[src/hw/rtl/aes_pkg.sv]
`timescale 1ns / 1ps
`default_nettype none
// ----------------------------------------------------------------------------
// aes_pkg: shared types and constants of the audio event scorer
// Register codes, reset values, queue item layout and back-end states.
// ----------------------------------------------------------------------------
package aes_pkg;

	localparam int ScoreW = 9;
	localparam int DiffW  = 17;
	localparam int GainW  = 16;

	localparam logic [ScoreW-1:0] SCORE_ONE = 9'd256;

	// register indexes on the configuration port
	typedef enum logic [2:0] {
		REG_ENERGY_GAIN   = 3'd0,
		REG_ONSET_GAIN    = 3'd1,
		REG_SPECTRAL_GAIN = 3'd2,
		REG_ENERGY_WT     = 3'd3,
		REG_ONSET_WT      = 3'd4,
		REG_SPECTRAL_WT   = 3'd5,
		REG_DAMPING_FLOOR = 3'd6
	} aes_reg_t;

	localparam logic [GainW-1:0]  RST_ENERGY_GAIN   = 16'd256;
	localparam logic [GainW-1:0]  RST_ONSET_GAIN    = 16'd512;
	localparam logic [GainW-1:0]  RST_SPECTRAL_GAIN = 16'd128;
	localparam logic [ScoreW-1:0] RST_ENERGY_WT     = 9'd128;
	localparam logic [ScoreW-1:0] RST_ONSET_WT      = 9'd64;
	localparam logic [ScoreW-1:0] RST_SPECTRAL_WT   = 9'd64;
	localparam logic [ScoreW-1:0] RST_DAMPING_FLOOR = 9'd128;
	localparam logic [15:0]       RST_LAST_ENERGY   = 16'd256;

	typedef struct packed {
		logic [GainW-1:0]  energy_gain;
		logic [GainW-1:0]  onset_gain;
		logic [GainW-1:0]  spectral_gain;
		logic [ScoreW-1:0] energy_wt;
		logic [ScoreW-1:0] onset_wt;
		logic [ScoreW-1:0] spectral_wt;
		logic [ScoreW-1:0] damping_floor;
	} aes_cfg_t;

	// one classified frame waiting for the back end
	typedef struct packed {
		logic signed [DiffW-1:0] ediff;   // energy_dev - 1.0
		logic signed [DiffW-1:0] odiff;   // energy_dev - previous energy_dev
		logic signed [DiffW-1:0] sdiff;   // zcr_dev + hf_dev
		logic [ScoreW-1:0]       conf;    // base_conf saturated to 1.0
	} aes_item_t;

	typedef struct packed {
		logic full;
		logic empty;
	} aes_qstat_t;

	typedef enum logic [1:0] {
		BK_IDLE,
		BK_SUB,
		BK_MIX,
		BK_OUT
	} aes_bk_state_t;

endpackage

`default_nettype wire

[src/hw/rtl/aes_queue.sv]
`timescale 1ns / 1ps
`default_nettype none
// ----------------------------------------------------------------------------
// aes_queue: two-entry request queue
// Decouples the classifying front end from the arithmetic back end.
// ----------------------------------------------------------------------------
module aes_queue (
	input  wire                 clk,
	input  wire                 arst_n,
	input  wire                 push,
	input  aes_pkg::aes_item_t  push_item,
	input  wire                 pop,
	output aes_pkg::aes_item_t  pop_item,
	output aes_pkg::aes_qstat_t qst
);

	aes_pkg::aes_item_t entry_q [2];
	logic       wr_ptr_q;
	logic       rd_ptr_q;
	logic [1:0] count_q;

	assign qst.full  = (count_q == 2'd2);
	assign qst.empty = (count_q == 2'd0);
	assign pop_item  = entry_q[rd_ptr_q];

	always_ff @(posedge clk or negedge arst_n) begin
		if (!arst_n) begin
			wr_ptr_q <= 1'b0;
			rd_ptr_q <= 1'b0;
			count_q  <= 2'd0;
		end else begin
			if (push) wr_ptr_q <= ~wr_ptr_q;
			if (pop)  rd_ptr_q <= ~rd_ptr_q;
			case ({push, pop})
				2'b10:   count_q <= count_q + 2'd1;
				2'b01:   count_q <= count_q - 2'd1;
				default: count_q <= count_q;
			endcase
		end
	end

	always_ff @(posedge clk) begin
		if (push) entry_q[wr_ptr_q] <= push_item;
	end

endmodule

`default_nettype wire

[src/hw/rtl/aes_front.sv]
`timescale 1ns / 1ps
`default_nettype none
// ----------------------------------------------------------------------------
// aes_front: input side of the scorer
// Accepts frames, forms the three signed deviations and tracks the previous
// energy deviation.
// ----------------------------------------------------------------------------
module aes_front (
	input  wire                 clk,
	input  wire                 arst_n,
	input  wire                 s_tvalid,
	output logic                s_tready,
	// energy_dev[15:0], zcr_dev[31:16], hf_dev[47:32], base_conf[56:48], zero pad
	input  wire  [63:0]         s_tdata,
	input  aes_pkg::aes_qstat_t qst,
	output logic                push,
	output aes_pkg::aes_item_t  push_item
);

	logic [15:0] last_q;
	logic [15:0] edev;
	logic [15:0] zcr;
	logic [15:0] hf;
	logic [8:0]  conf_raw;

	assign edev     = s_tdata[15:0];
	assign zcr      = s_tdata[31:16];
	assign hf       = s_tdata[47:32];
	assign conf_raw = s_tdata[56:48];

	assign s_tready = !qst.full;
	assign push     = s_tvalid && s_tready;

	always_comb begin
		push_item.ediff = $signed({1'b0, edev}) - $signed(17'd256);
		push_item.odiff = $signed({1'b0, edev}) - $signed({1'b0, last_q});
		push_item.sdiff = $signed({zcr[15], zcr}) + $signed({hf[15], hf});
		push_item.conf  = (conf_raw > aes_pkg::SCORE_ONE) ? aes_pkg::SCORE_ONE : conf_raw;
	end

	// onset is taken against the frame accepted just before
	always_ff @(posedge clk or negedge arst_n) begin
		if (!arst_n) begin
			last_q <= aes_pkg::RST_LAST_ENERGY;
		end else if (push) begin
			last_q <= edev;
		end
	end

endmodule

`default_nettype wire

[src/hw/rtl/aes_back.sv]
`timescale 1ns / 1ps
`default_nettype none
// ----------------------------------------------------------------------------
// aes_back: arithmetic sequencer of the scorer
// Sub-scores and damping scale, then weighted mix and agreement, then the
// damped event score into the result register toward the output stream.
// ----------------------------------------------------------------------------
module aes_back (
	input  wire                 clk,
	input  wire                 arst_n,
	input  aes_pkg::aes_cfg_t   cfg,
	input  aes_pkg::aes_qstat_t qst,
	input  aes_pkg::aes_item_t  q_item,
	output logic                pop,
	output logic                m_tvalid,
	input  wire                 m_tready,
	// event_score[8:0], event_confidence[17:9], energy_score[26:18],
	// onset_score[35:27], spectral_score[44:36], zero pad
	output logic [47:0]         m_tdata
);

	// (a * gain) >> 8 floored, saturated to 0..1.0
	function automatic logic [8:0] scaled_score(input logic signed [16:0] a,
	                                            input logic [15:0] gain);
		logic signed [33:0] p;
		logic [25:0]        q;
		begin
			p = a * $signed({1'b0, gain});
			q = p[33:8];
			if (p <= 34'sd0)                      scaled_score = 9'd0;
			else if (q > 26'(aes_pkg::SCORE_ONE)) scaled_score = aes_pkg::SCORE_ONE;
			else                                  scaled_score = q[8:0];
		end
	endfunction

	aes_pkg::aes_bk_state_t state_q, state_nx;
	aes_pkg::aes_item_t     item_q;

	logic [8:0]  es_q, os_q, ss_q, scale_q, comb_q, agree_q;
	logic [47:0] m_tdata_q;
	logic        m_tvalid_q;
	logic        ld_sub, ld_mix, ld_out;

	logic [8:0]  fl;
	logic [17:0] scale_prod;
	logic [9:0]  scale_sum;
	logic [17:0] we_prod, wo_prod, ws_prod;
	logic [11:0] wsum;
	logic [8:0]  mx, mn;
	logic [17:0] ev_prod;
	logic [8:0]  ev;

	always_comb begin
		state_nx = state_q;
		case (state_q)
			aes_pkg::BK_IDLE: if (!qst.empty) state_nx = aes_pkg::BK_SUB;
			aes_pkg::BK_SUB:  state_nx = aes_pkg::BK_MIX;
			aes_pkg::BK_MIX:  state_nx = aes_pkg::BK_OUT;
			aes_pkg::BK_OUT:  if (!m_tvalid_q || m_tready) state_nx = aes_pkg::BK_IDLE;
			default:          state_nx = aes_pkg::BK_IDLE;
		endcase
	end

	always_comb begin
		pop    = 1'b0;
		ld_sub = 1'b0;
		ld_mix = 1'b0;
		ld_out = 1'b0;
		case (state_q)
			aes_pkg::BK_IDLE: pop    = !qst.empty;
			aes_pkg::BK_SUB:  ld_sub = 1'b1;
			aes_pkg::BK_MIX:  ld_mix = 1'b1;
			aes_pkg::BK_OUT:  ld_out = !m_tvalid_q || m_tready;
			default:          pop    = 1'b0;
		endcase
	end

	// damping scale = floor + (1 - floor) * conf
	always_comb begin
		fl         = (cfg.damping_floor > aes_pkg::SCORE_ONE) ? aes_pkg::SCORE_ONE
		                                                      : cfg.damping_floor;
		scale_prod = (aes_pkg::SCORE_ONE - fl) * item_q.conf;
		scale_sum  = {1'b0, fl} + scale_prod[17:8];
	end

	always_comb begin
		we_prod = cfg.energy_wt   * es_q;
		wo_prod = cfg.onset_wt    * os_q;
		ws_prod = cfg.spectral_wt * ss_q;
		wsum    = {2'b00, we_prod[17:8]} + {2'b00, wo_prod[17:8]} + {2'b00, ws_prod[17:8]};
		mx = es_q;
		mn = es_q;
		if (os_q > mx) mx = os_q;
		if (ss_q > mx) mx = ss_q;
		if (os_q < mn) mn = os_q;
		if (ss_q < mn) mn = ss_q;
	end

	always_comb begin
		ev_prod = comb_q * scale_q;
		ev      = (ev_prod[17:8] > 10'(aes_pkg::SCORE_ONE)) ? aes_pkg::SCORE_ONE
		                                                    : ev_prod[16:8];
	end

	always_ff @(posedge clk or negedge arst_n) begin
		if (!arst_n) begin
			state_q    <= aes_pkg::BK_IDLE;
			m_tvalid_q <= 1'b0;
		end else begin
			state_q <= state_nx;
			if (ld_out)        m_tvalid_q <= 1'b1;
			else if (m_tready) m_tvalid_q <= 1'b0;
		end
	end

	always_ff @(posedge clk) begin
		if (pop) item_q <= q_item;
		if (ld_sub) begin
			es_q    <= scaled_score(item_q.ediff, cfg.energy_gain);
			os_q    <= scaled_score(item_q.odiff, cfg.onset_gain);
			ss_q    <= scaled_score(item_q.sdiff, cfg.spectral_gain);
			scale_q <= scale_sum[8:0];
		end
		if (ld_mix) begin
			comb_q  <= (wsum > 12'(aes_pkg::SCORE_ONE)) ? aes_pkg::SCORE_ONE : wsum[8:0];
			agree_q <= aes_pkg::SCORE_ONE - (mx - mn);
		end
		if (ld_out) m_tdata_q <= {3'b000, ss_q, os_q, es_q, agree_q, ev};
	end

	assign m_tvalid = m_tvalid_q;
	assign m_tdata  = m_tdata_q;

endmodule

`default_nettype wire

[src/hw/rtl/audio_event_scorer_unit.sv]
`timescale 1ns / 1ps
`default_nettype none
// Path: an accepted frame passes the queue, item, sub-score, mix and result registers to m_tvalid.
// Frames: taken from the queue one at a time by the back-end sequencer that
//   walks sub-scores, weighted mix and damping through its multipliers.
// Reset (arst_n low, asynchronous): registers take their default values, the
//   previous energy deviation returns to 1.0, queue and output are emptied.
// ----------------------------------------------------------------------------
// audio_event_scorer_unit: audio feature frame event scorer
// Front end classifies frames into deviations, a two-entry queue hands them to
// a sequenced back end that produces the scores.
// ----------------------------------------------------------------------------
module audio_event_scorer_unit (
	input  wire         clk,
	input  wire         arst_n,
	// configuration write port, no read-back
	input  wire         cfg_we,
	input  wire  [2:0]  cfg_index,
	input  wire  [15:0] cfg_data,
	// input frames
	input  wire         s_tvalid,
	output logic        s_tready,
	// energy_dev[15:0], zcr_dev[31:16], hf_dev[47:32], base_conf[56:48], zero pad
	input  wire  [63:0] s_tdata,
	// results
	output logic        m_tvalid,
	input  wire         m_tready,
	// event_score[8:0], event_confidence[17:9], energy_score[26:18],
	// onset_score[35:27], spectral_score[44:36], zero pad
	output logic [47:0] m_tdata
);

	aes_pkg::aes_cfg_t   cfg_q;
	aes_pkg::aes_qstat_t qst;
	aes_pkg::aes_item_t  push_item;
	aes_pkg::aes_item_t  pop_item;
	logic                push;
	logic                pop;

	// Register file. Writes to an index outside the list fall on the
	// default arm and change nothing. Gains are 16 bit, weights and the
	// floor keep the low 9 bits of the data.
	always_ff @(posedge clk or negedge arst_n) begin
		if (!arst_n) begin
			cfg_q.energy_gain   <= aes_pkg::RST_ENERGY_GAIN;
			cfg_q.onset_gain    <= aes_pkg::RST_ONSET_GAIN;
			cfg_q.spectral_gain <= aes_pkg::RST_SPECTRAL_GAIN;
			cfg_q.energy_wt     <= aes_pkg::RST_ENERGY_WT;
			cfg_q.onset_wt      <= aes_pkg::RST_ONSET_WT;
			cfg_q.spectral_wt   <= aes_pkg::RST_SPECTRAL_WT;
			cfg_q.damping_floor <= aes_pkg::RST_DAMPING_FLOOR;
		end else if (cfg_we) begin
			case (cfg_index)
				aes_pkg::REG_ENERGY_GAIN:   cfg_q.energy_gain   <= cfg_data;
				aes_pkg::REG_ONSET_GAIN:    cfg_q.onset_gain    <= cfg_data;
				aes_pkg::REG_SPECTRAL_GAIN: cfg_q.spectral_gain <= cfg_data;
				aes_pkg::REG_ENERGY_WT:     cfg_q.energy_wt     <= cfg_data[8:0];
				aes_pkg::REG_ONSET_WT:      cfg_q.onset_wt      <= cfg_data[8:0];
				aes_pkg::REG_SPECTRAL_WT:   cfg_q.spectral_wt   <= cfg_data[8:0];
				aes_pkg::REG_DAMPING_FLOOR: cfg_q.damping_floor <= cfg_data[8:0];
				default:                    cfg_q <= cfg_q;
			endcase
		end
	end

	// Front end: takes a request whenever the queue has room, so it keeps
	// accepting while the back end is busy or a result waits on m_tready.
	aes_front u_front (
		.clk       (clk),
		.arst_n    (arst_n),
		.s_tvalid  (s_tvalid),
		.s_tready  (s_tready),
		.s_tdata   (s_tdata),
		.qst       (qst),
		.push      (push),
		.push_item (push_item)
	);

	aes_queue u_queue (
		.clk       (clk),
		.arst_n    (arst_n),
		.push      (push),
		.push_item (push_item),
		.pop       (pop),
		.pop_item  (pop_item),
		.qst       (qst)
	);

	// Back end: one request at a time, result held in its output register.
	aes_back u_back (
		.clk      (clk),
		.arst_n   (arst_n),
		.cfg      (cfg_q),
		.qst      (qst),
		.q_item   (pop_item),
		.pop      (pop),
		.m_tvalid (m_tvalid),
		.m_tready (m_tready),
		.m_tdata  (m_tdata)
	);

	// ---- checks ------------------------------------------------------------
	logic [8:0] a_ev, a_agree, a_es, a_os, a_ss, a_mx, a_mn;

	always_comb begin
		a_ev    = m_tdata[8:0];
		a_agree = m_tdata[17:9];
		a_es    = m_tdata[26:18];
		a_os    = m_tdata[35:27];
		a_ss    = m_tdata[44:36];
		a_mx = a_es;
		a_mn = a_es;
		if (a_os > a_mx) a_mx = a_os;
		if (a_ss > a_mx) a_mx = a_ss;
		if (a_os < a_mn) a_mn = a_os;
		if (a_ss < a_mn) a_mn = a_ss;
	end

	// every score leaves saturated to 1.0
	assert property (@(posedge clk) disable iff (!arst_n)
		m_tvalid |-> (a_ev <= aes_pkg::SCORE_ONE) && (a_es <= aes_pkg::SCORE_ONE)
		          && (a_os <= aes_pkg::SCORE_ONE) && (a_ss <= aes_pkg::SCORE_ONE))
		else $error("score above full scale");

	// agreement matches the spread of the sub-scores sent with it
	assert property (@(posedge clk) disable iff (!arst_n)
		m_tvalid |-> a_agree == aes_pkg::SCORE_ONE - (a_mx - a_mn))
		else $error("agreement inconsistent with sub-scores");

	// queue status is never full and empty at once
	assert property (@(posedge clk) disable iff (!arst_n)
		!(qst.full && qst.empty))
		else $error("queue status corrupt");

	// back end only pops an occupied queue and front only pushes with room
	assert property (@(posedge clk) disable iff (!arst_n)
		(pop |-> !qst.empty) and (push |-> !qst.full))
		else $error("queue overrun or underrun");

endmodule

`default_nettype wire
[config.mk]
export PLATFORM = sky130hd
export DESIGN_NAME = audio_event_scorer_unit
export DESIGN_NICKNAME = d
export VERILOG_FILES = /design/src/hw/rtl/aes_pkg.sv /design/src/hw/rtl/aes_queue.sv /design/src/hw/rtl/aes_front.sv /design/src/hw/rtl/aes_back.sv /design/src/hw/rtl/audio_event_scorer_unit.sv
export SDC_FILE = /design/constraint.sdc
export NUM_CORES = 2
export LEC_CHECK = 0
export BUFFER_PORTS_ARGS = -buffer_cell sky130_fd_sc_hd__buf_2
export CELL_PAD_IN_SITES_DETAIL_PLACEMENT = 0
export CELL_PAD_IN_SITES_GLOBAL_PLACEMENT = 1
export CORE_UTILIZATION = 47
export DETAILED_ROUTE_END_ITERATION = 6
export HOLD_SLACK_MARGIN = 0.05
export PLACE_DENSITY_LB_ADDON = 0.12
export SKIP_CTS_REPAIR_TIMING = 1
export SLEW_MARGIN = 0
export SYNTH_ARGS = -nofsm -noshare
export SYNTH_HDL_FRONTEND = slang
export SYNTH_SLANG_ARGS = --single-unit
[constraint.sdc]
create_clock -name clk -period 7.12 [get_ports clk]
set_input_delay 0.356 -clock clk [delete_from_list [all_inputs] [get_ports clk]]
set_output_delay 0.356 -clock clk [all_outputs]
set_load 0.005 [all_outputs]
# After elaboration in Yosys (flattened, before gate mapping)
# Memories as Yosys holds them, arrays and structs flattened. A register that Yosys moved wholly into a read port is not among the register bits.
# Cells that the tools add are included.
[word_totals] ff_bits=206 output_inout_bits=50 mem_count=1 ramBits=120 wordCells=116
[memory_table] name="u_queue.entry_q" depth=2 width=60 rd=1 rd_clocked_by_memory_dff=1 write_ports=1 line="aes_queue.sv:17" text="aes_pkg::aes_item_t entry_q [2];"
[op_classes] n_reduce_logical=21 eq_ne=14 addsub=11 n_bitwise=2 multipliers=8 n_lt_le_gt_ge=14 muxes=21
[op_table] operator="34-bit by 1-bit less-or-equal comparator with 1-bit output, second input constant" n=3
[op_table] operator="17-bit by 17-bit multiplier with 34-bit output" n=3
[op_table] operator="9-bit two-way mux" n=9
[op_table] operator="26-bit by 9-bit greater-than comparator with 1-bit output, second input constant" n=3
[op_table] operator="9-bit by 9-bit multiplier with 18-bit output" n=4
[op_table] operator="9-bit greater-than comparator" n=2
[op_table] operator="9-bit greater-than comparator, second input constant" n=2
[op_table] operator="9-bit < comparator" n=2
[op_table] operator="18-bit by 9-bit multiplier with 17-bit output" n=1
[op_table] operator="16-bit by 16-bit adder with 17-bit output" n=1
[op_table] operator="16-bit by 16-bit subtractor with 17-bit output" n=1
[op_table] operator="16-bit by 9-bit subtractor with 17-bit output, second input constant" n=1
[op_table] operator="2-bit AND reduction" n=8
[op_table] operator="12-bit by 10-bit adder with 12-bit output" n=1
[op_table] operator="12-bit by 9-bit greater-than comparator with 1-bit output, second input constant" n=1
[op_table] operator="10-bit by 10-bit adder with 11-bit output" n=1
[op_table] operator="10-bit by 9-bit greater-than comparator with 1-bit output, second input constant" n=1
[op_table] operator="9-bit by 9-bit subtractor with 10-bit output, first input constant" n=1
[op_table] operator="9-bit adder" n=1
[op_table] operator="3-bit == test, second input constant" n=3
[op_table] operator="9-bit subtractor" n=1
[op_table] operator="9-bit subtractor, first input constant" n=1
[op_table] operator="2-bit == test, second input constant" n=4
[op_table] operator="1-bit two-way mux" n=8
[op_table] operator="18 further kinds" n=28

# Depth between registers and ports, before layout
[logic_depth] ltp_word=6 mapped_depth=35 ltp_nobuf=34

# By module
# From an unflattened synthesis, not the netlist that was laid out.
[unflattened] cells_unflattened=6331 hier_area_um2=62552.5
[by_module_without_submodules] module="aes_back" cells_each=5646 seq_area_each_um2=4849.7 area_each_um2=52230.1 instances=1
[by_module_without_submodules] module="aes_queue" cells_each=203 seq_area_each_um2=3703.6 area_each_um2=4815.9 instances=1
[by_module_without_submodules] module="audio_event_scorer_unit" cells_each=185 seq_area_each_um2=2110.8 area_each_um2=3209.3 instances=1
[by_module_without_submodules] module="aes_front" cells_each=297 seq_area_each_um2=401.6 area_each_um2=2297.2 instances=1

# Least setup slack after synthesis
# No wires, ideal clock.
[synth_path] kind="flip-flop to flip-flop" startpoint="register, netlist name u_back.item_q[42]" endpoint="register u_back.os_q[0] (data pin)" path_stages_with_launch=24 synth_period_minus_slack_ns=7.159 arrival_ns=6.991 path_buffers=2 slack_ns=-0.039 t_required_ns=6.952 setup_time_ns=0.168 path_cell_list="edfxtp_1 clkbuf_1 nand2_1 fa_1 inv_1 fa_1 fa_1 inv_1 fa_1 fa_1 fa_1 inv_1 ha_1 clkbuf_1 mux2_1 o22ai_1 nand3_1 nor4_1 o311ai_0 or4_1 a2111oi_0 and4b_1 nand3b_1 a211oi_1"
[synth_via] elab_chain_len=3
[synth_rtl] element="17-bit by 17-bit multiplier with 34-bit output *" line="aes_back.sv:28" text="p = a * $signed({1'b0, gain});"
[synth_rtl] element="34-bit by 1-bit less-or-equal comparator with 1-bit output or 26-bit by 9-bit greater-than comparator with 1-bit output (tied branches)" line="aes_back.sv:30, aes_back.sv:31"
[synth_rtl] element="2-bit OR reduction (no source line) *"
[synth_rtl] element="end signal, assigned" line="aes_back.sv:120" text="os_q <= scaled_score(item_q.odiff, cfg.onset_gain);"
[synth_rtl] element="end, declared" line="aes_back.sv:39" text="logic [8:0] es_q, os_q, ss_q, scale_q, comb_q, agree_q;"
# Mark *: on every way between the ends. The rest lies on a longest branch, timed or not.
# A chain may end at the register's enable or synchronous reset.

# Worst setup path after layout
[layout_path] startpoint="register, netlist name u_back.item_q[47]" endpoint="register u_back.es_q[0] (data pin)"
[layout_via] elab_chain_len=3
[layout_rtl] element="17-bit by 17-bit multiplier with 34-bit output *" line="aes_back.sv:28"
[layout_rtl] element="34-bit by 1-bit less-or-equal comparator with 1-bit output or 26-bit by 9-bit greater-than comparator with 1-bit output (tied branches)" line="aes_back.sv:30, aes_back.sv:31"
[layout_rtl] element="2-bit OR reduction (no source line)"
[layout_rtl] element="end signal, assigned" line="aes_back.sv:119" text="es_q <= scaled_score(item_q.ediff, cfg.energy_gain);"
[layout_rtl] element="end, declared" line="aes_back.sv:39"
# Marked as above.

==> results.sh <==
export IMPL_setup_viol=0
export IMPL_dieHeight_um=365
export IMPL_synth_top_flop_cell="edfxtp_1"
export IMPL_grt_pass1_wl_mm=245
export IMPL_skew_ps=41.0
export IMPL_synth_area_leaders="fa_1 (36%), edfxtp_1 (14%), ha_1 (11%), inv_1 (8.3%), and2_1 (5.9%)"
export IMPL_cts_root_buf="clkbuf_16"
export IMPL_start_util_pct=47.7
export IMPL_avgViaCountPerCell=5.06
export IMPL_clk_latency_ps=640
export IMPL_required_ps=7610
export IMPL_syn2layout_area_growth_pct=14.1
export IMPL_drc=0
export IMPL_nFillCells=12007
export IMPL_synth_edf_count=279
export IMPL_finalHoldViolations=0
export IMPL_async_flop_share_pct=27.7
export IMPL_drtPass1Iterations=6
export IMPL_cts_buffers=50
export IMPL_status="finished, final reports clean"
export IMPL_antenna_found_initial=9
export IMPL_std_cell_rows=132
export IMPL_crit_arrival_ps=7540
export IMPL_holdCritPathClass="input pin to flop"
export IMPL_dp_hpwl_mm=125
export IMPL_netlist_area_leader_share_pct=35.7
export IMPL_wl_per_cell_um=17.5
export IMPL_cts_sinks=386
export IMPL_fin_nets=8513
export IMPL_worstPathMaxFanout=8
export IMPL_drtIter0Drc=2028
export IMPL_tightest_slew_ps=1180
export IMPL_finalMaxSlewViolations=0
export IMPL_fmaxAchievable_ghz=0.142
export IMPL_overflow=0
export IMPL_cts_tree="yes"
export IMPL_num_vias=43447
export IMPL_endpoint_kind="flop"
export IMPL_rsz0062_at_grt="yes"
export IMPL_setup_ws_ps=72.9
export IMPL_cts_max_level=2
export IMPL_ys_warn_count=0
export IMPL_dpl_worst_slack_ps=-210
export IMPL_die_width_um=365
export IMPL_finalCriticalPeriod_ps=7050
export IMPL_synth_avg_cell_area_um2=9.83
export IMPL_synth_seq_area_share_pct=17.8
export IMPL_clockBufferDepth=3
export IMPL_gp_congestion=0.870
export IMPL_die_area_um2=133000
export IMPL_period_share_pct=99.0
export IMPL_ys_types=87
export IMPL_floorplan_core_area_um2=130000
export IMPL_synth_seq_cells=386
export IMPL_postRouteWirelength_mm=150
export IMPL_maxSlewHeadroom_pct=21.1
export IMPL_track_usage_pct=23.4
export IMPL_synth_area_leader_cell="fa_1"
export IMPL_antenna_left=0
export IMPL_synth_cell_area_um2=62000
export IMPL_grt_max_degree=62
export IMPL_postSynthCellCount=6313
export IMPL_drv_cap=0
export IMPL_drive_above_1_share_pct=15.8
export IMPL_path_clk_slew_ps=60
export IMPL_start_kind="flop"
export IMPL_crit_type="flop to flop"
export IMPL_numPortBuffers=127
export IMPL_num_io_pins=138
export IMPL_fin_setup_tns_ps=0
export IMPL_grt_pass1_vias=45967
cell families (layout without fill, tap and decap cells):
logic type,count (synthesis),in the layout,share of synthesized area [%]
compound gates,534,534,5.61
xor+xnor,182,182,2.57
fa+ha+maj,1633,1633,46.3
buf+inv,1590,2096,9.64
flops,386,386,17.8
mux,197,197,3.52
other cells,2,19,0.0121
simple gates,1789,1789,14.5
path summary, 6_finish.rpt:
check	slack, ps	cells after the start	endpoint	start
setup / recovery	70	20	u_back.es_q[0]	u_back.item_q[47]
hold / removal	70	2	u_front.last_q[13]	s_tdata[13]
setup reg to reg	70	20	u_back.es_q[0]	u_back.item_q[47]
hold reg to reg	420	0	u_back.m_tdata[9]	u_back.agree_q[0]
max in group asynchronous	5320	3	cfg_q[42]	arst_n
min in group asynchronous	260	2	u_queue.count_q[1]	arst_n
cell usage after synthesis (54+ instances only):
library cell and instances:
fa_1 1107, xnor2_1 133, and2_1 585, nor2_1 162, clkbuf_1 217, ha_1 526, dfrtp_1 99, o21ai_0 95
edfxtp_1 279, nor3_1 54, nand2_1 735, inv_1 1367, mux2_2 166, a21oi_1 160
layout by cell type (no fill, tap or decap), types with 19 or more instances in the layout:
cell type,n
mux2i_1,29
buf_6,20
buf_12,22
and3_1,25
edfxtp_1,279
nand4_1,22
xnor2_1,126
inv_1,1359
fa_1,1093
dfrtp_1,78
nand2_1,727
clkbuf_16,52
nor2b_1,48
ha_1,507
o21a_1,35
nand2b_1,19
nand3_1,38
nor2_1,149
o21ai_0,85
nor3_1,52
a21o_1,47
a21oi_1,137
dfrtp_2,20
and2_1,580
buf_2,126
buf_4,452
xor2_1,48
o21bai_1,27
mux2_2,165
a21oi_2,24
per-stage QoR:
stage	cells	utilization (%)	hold slack, ps	cell area (µm²)
6_report	8578	54.4	65.0	70800
5_1_grt	8576	54.4	54.2	70800
4_1_cts	8489	53.2	-334	69200
3_5_place_dp	8396	51.9	368	67500
3_3_place_gp	8396	51.9	367	67500
2_1_floorplan	6327	-	60.4	62100
registers in the layout, summed over array words and instances, names as in the netlist:
register	cells
u_back.item_q	60
u_queue.count_q	2
u_back.state_q	2
u_queue.entry_q	120
u_back.m_tdata	45
u_back.os_q	9
u_back.ss_q	9
u_front.last_q	16
u_back.m_tvalid	1
u_queue.rd_ptr_q	1
u_queue.wr_ptr_q	1
cfg_q	84
u_back.es_q	9
u_back.scale_q	9
u_back.agree_q	9
u_back.comb_q	9
area by class of cell:
type | instances | area (µm²) | share of cell area [%]
inverters | 1367 | 5130 | 7.25
well taps | 1742 | 2180 | 3.08
diodes | 3 | 7.51 | 0.0106
repair buffers | 636 | 4860 | 6.87
clock inverters | 37 | 383 | 0.541
multi-input cells | 4351 | 45800 | 64.7
flip-flops and latches | 386 | 11100 | 15.7
clock buffers | 56 | 1310 | 1.84
metal layers:
| metal | vias to the layer above | wire length (µm) | track usage (%) |
|---|---|---|---|
| met1 | 22121 | 67300 | 31.4 |
| li1 | 20500 | - | - |
| met5 | - | 40 | 0 |
| met4 | 6 | 3390 | 5.36 |
| met3 | 171 | 5700 | 2.67 |
| met2 | 649 | 73300 | 40.6 |
worst max-delay path: stages, from the launching register on:
cell      delay [ps]
edfxtp_1         560
buf_6            220
and2_1           150
fa_1             570
fa_1             440
ha_1             210
fa_1             490
fa_1             580
fa_1             410
ha_1             240
or3_4            420
or3_4            400
o221ai_2         180
or4b_1           450
o311ai_1         120
and4bb_1         260
mux2i_1          170
nor4_1           240
or4b_4           500
buf_8            160
nor3_4           140
Power is not shown: default switching activity piles up to over one toggle a cycle in this logic, so the estimate is an artifact.
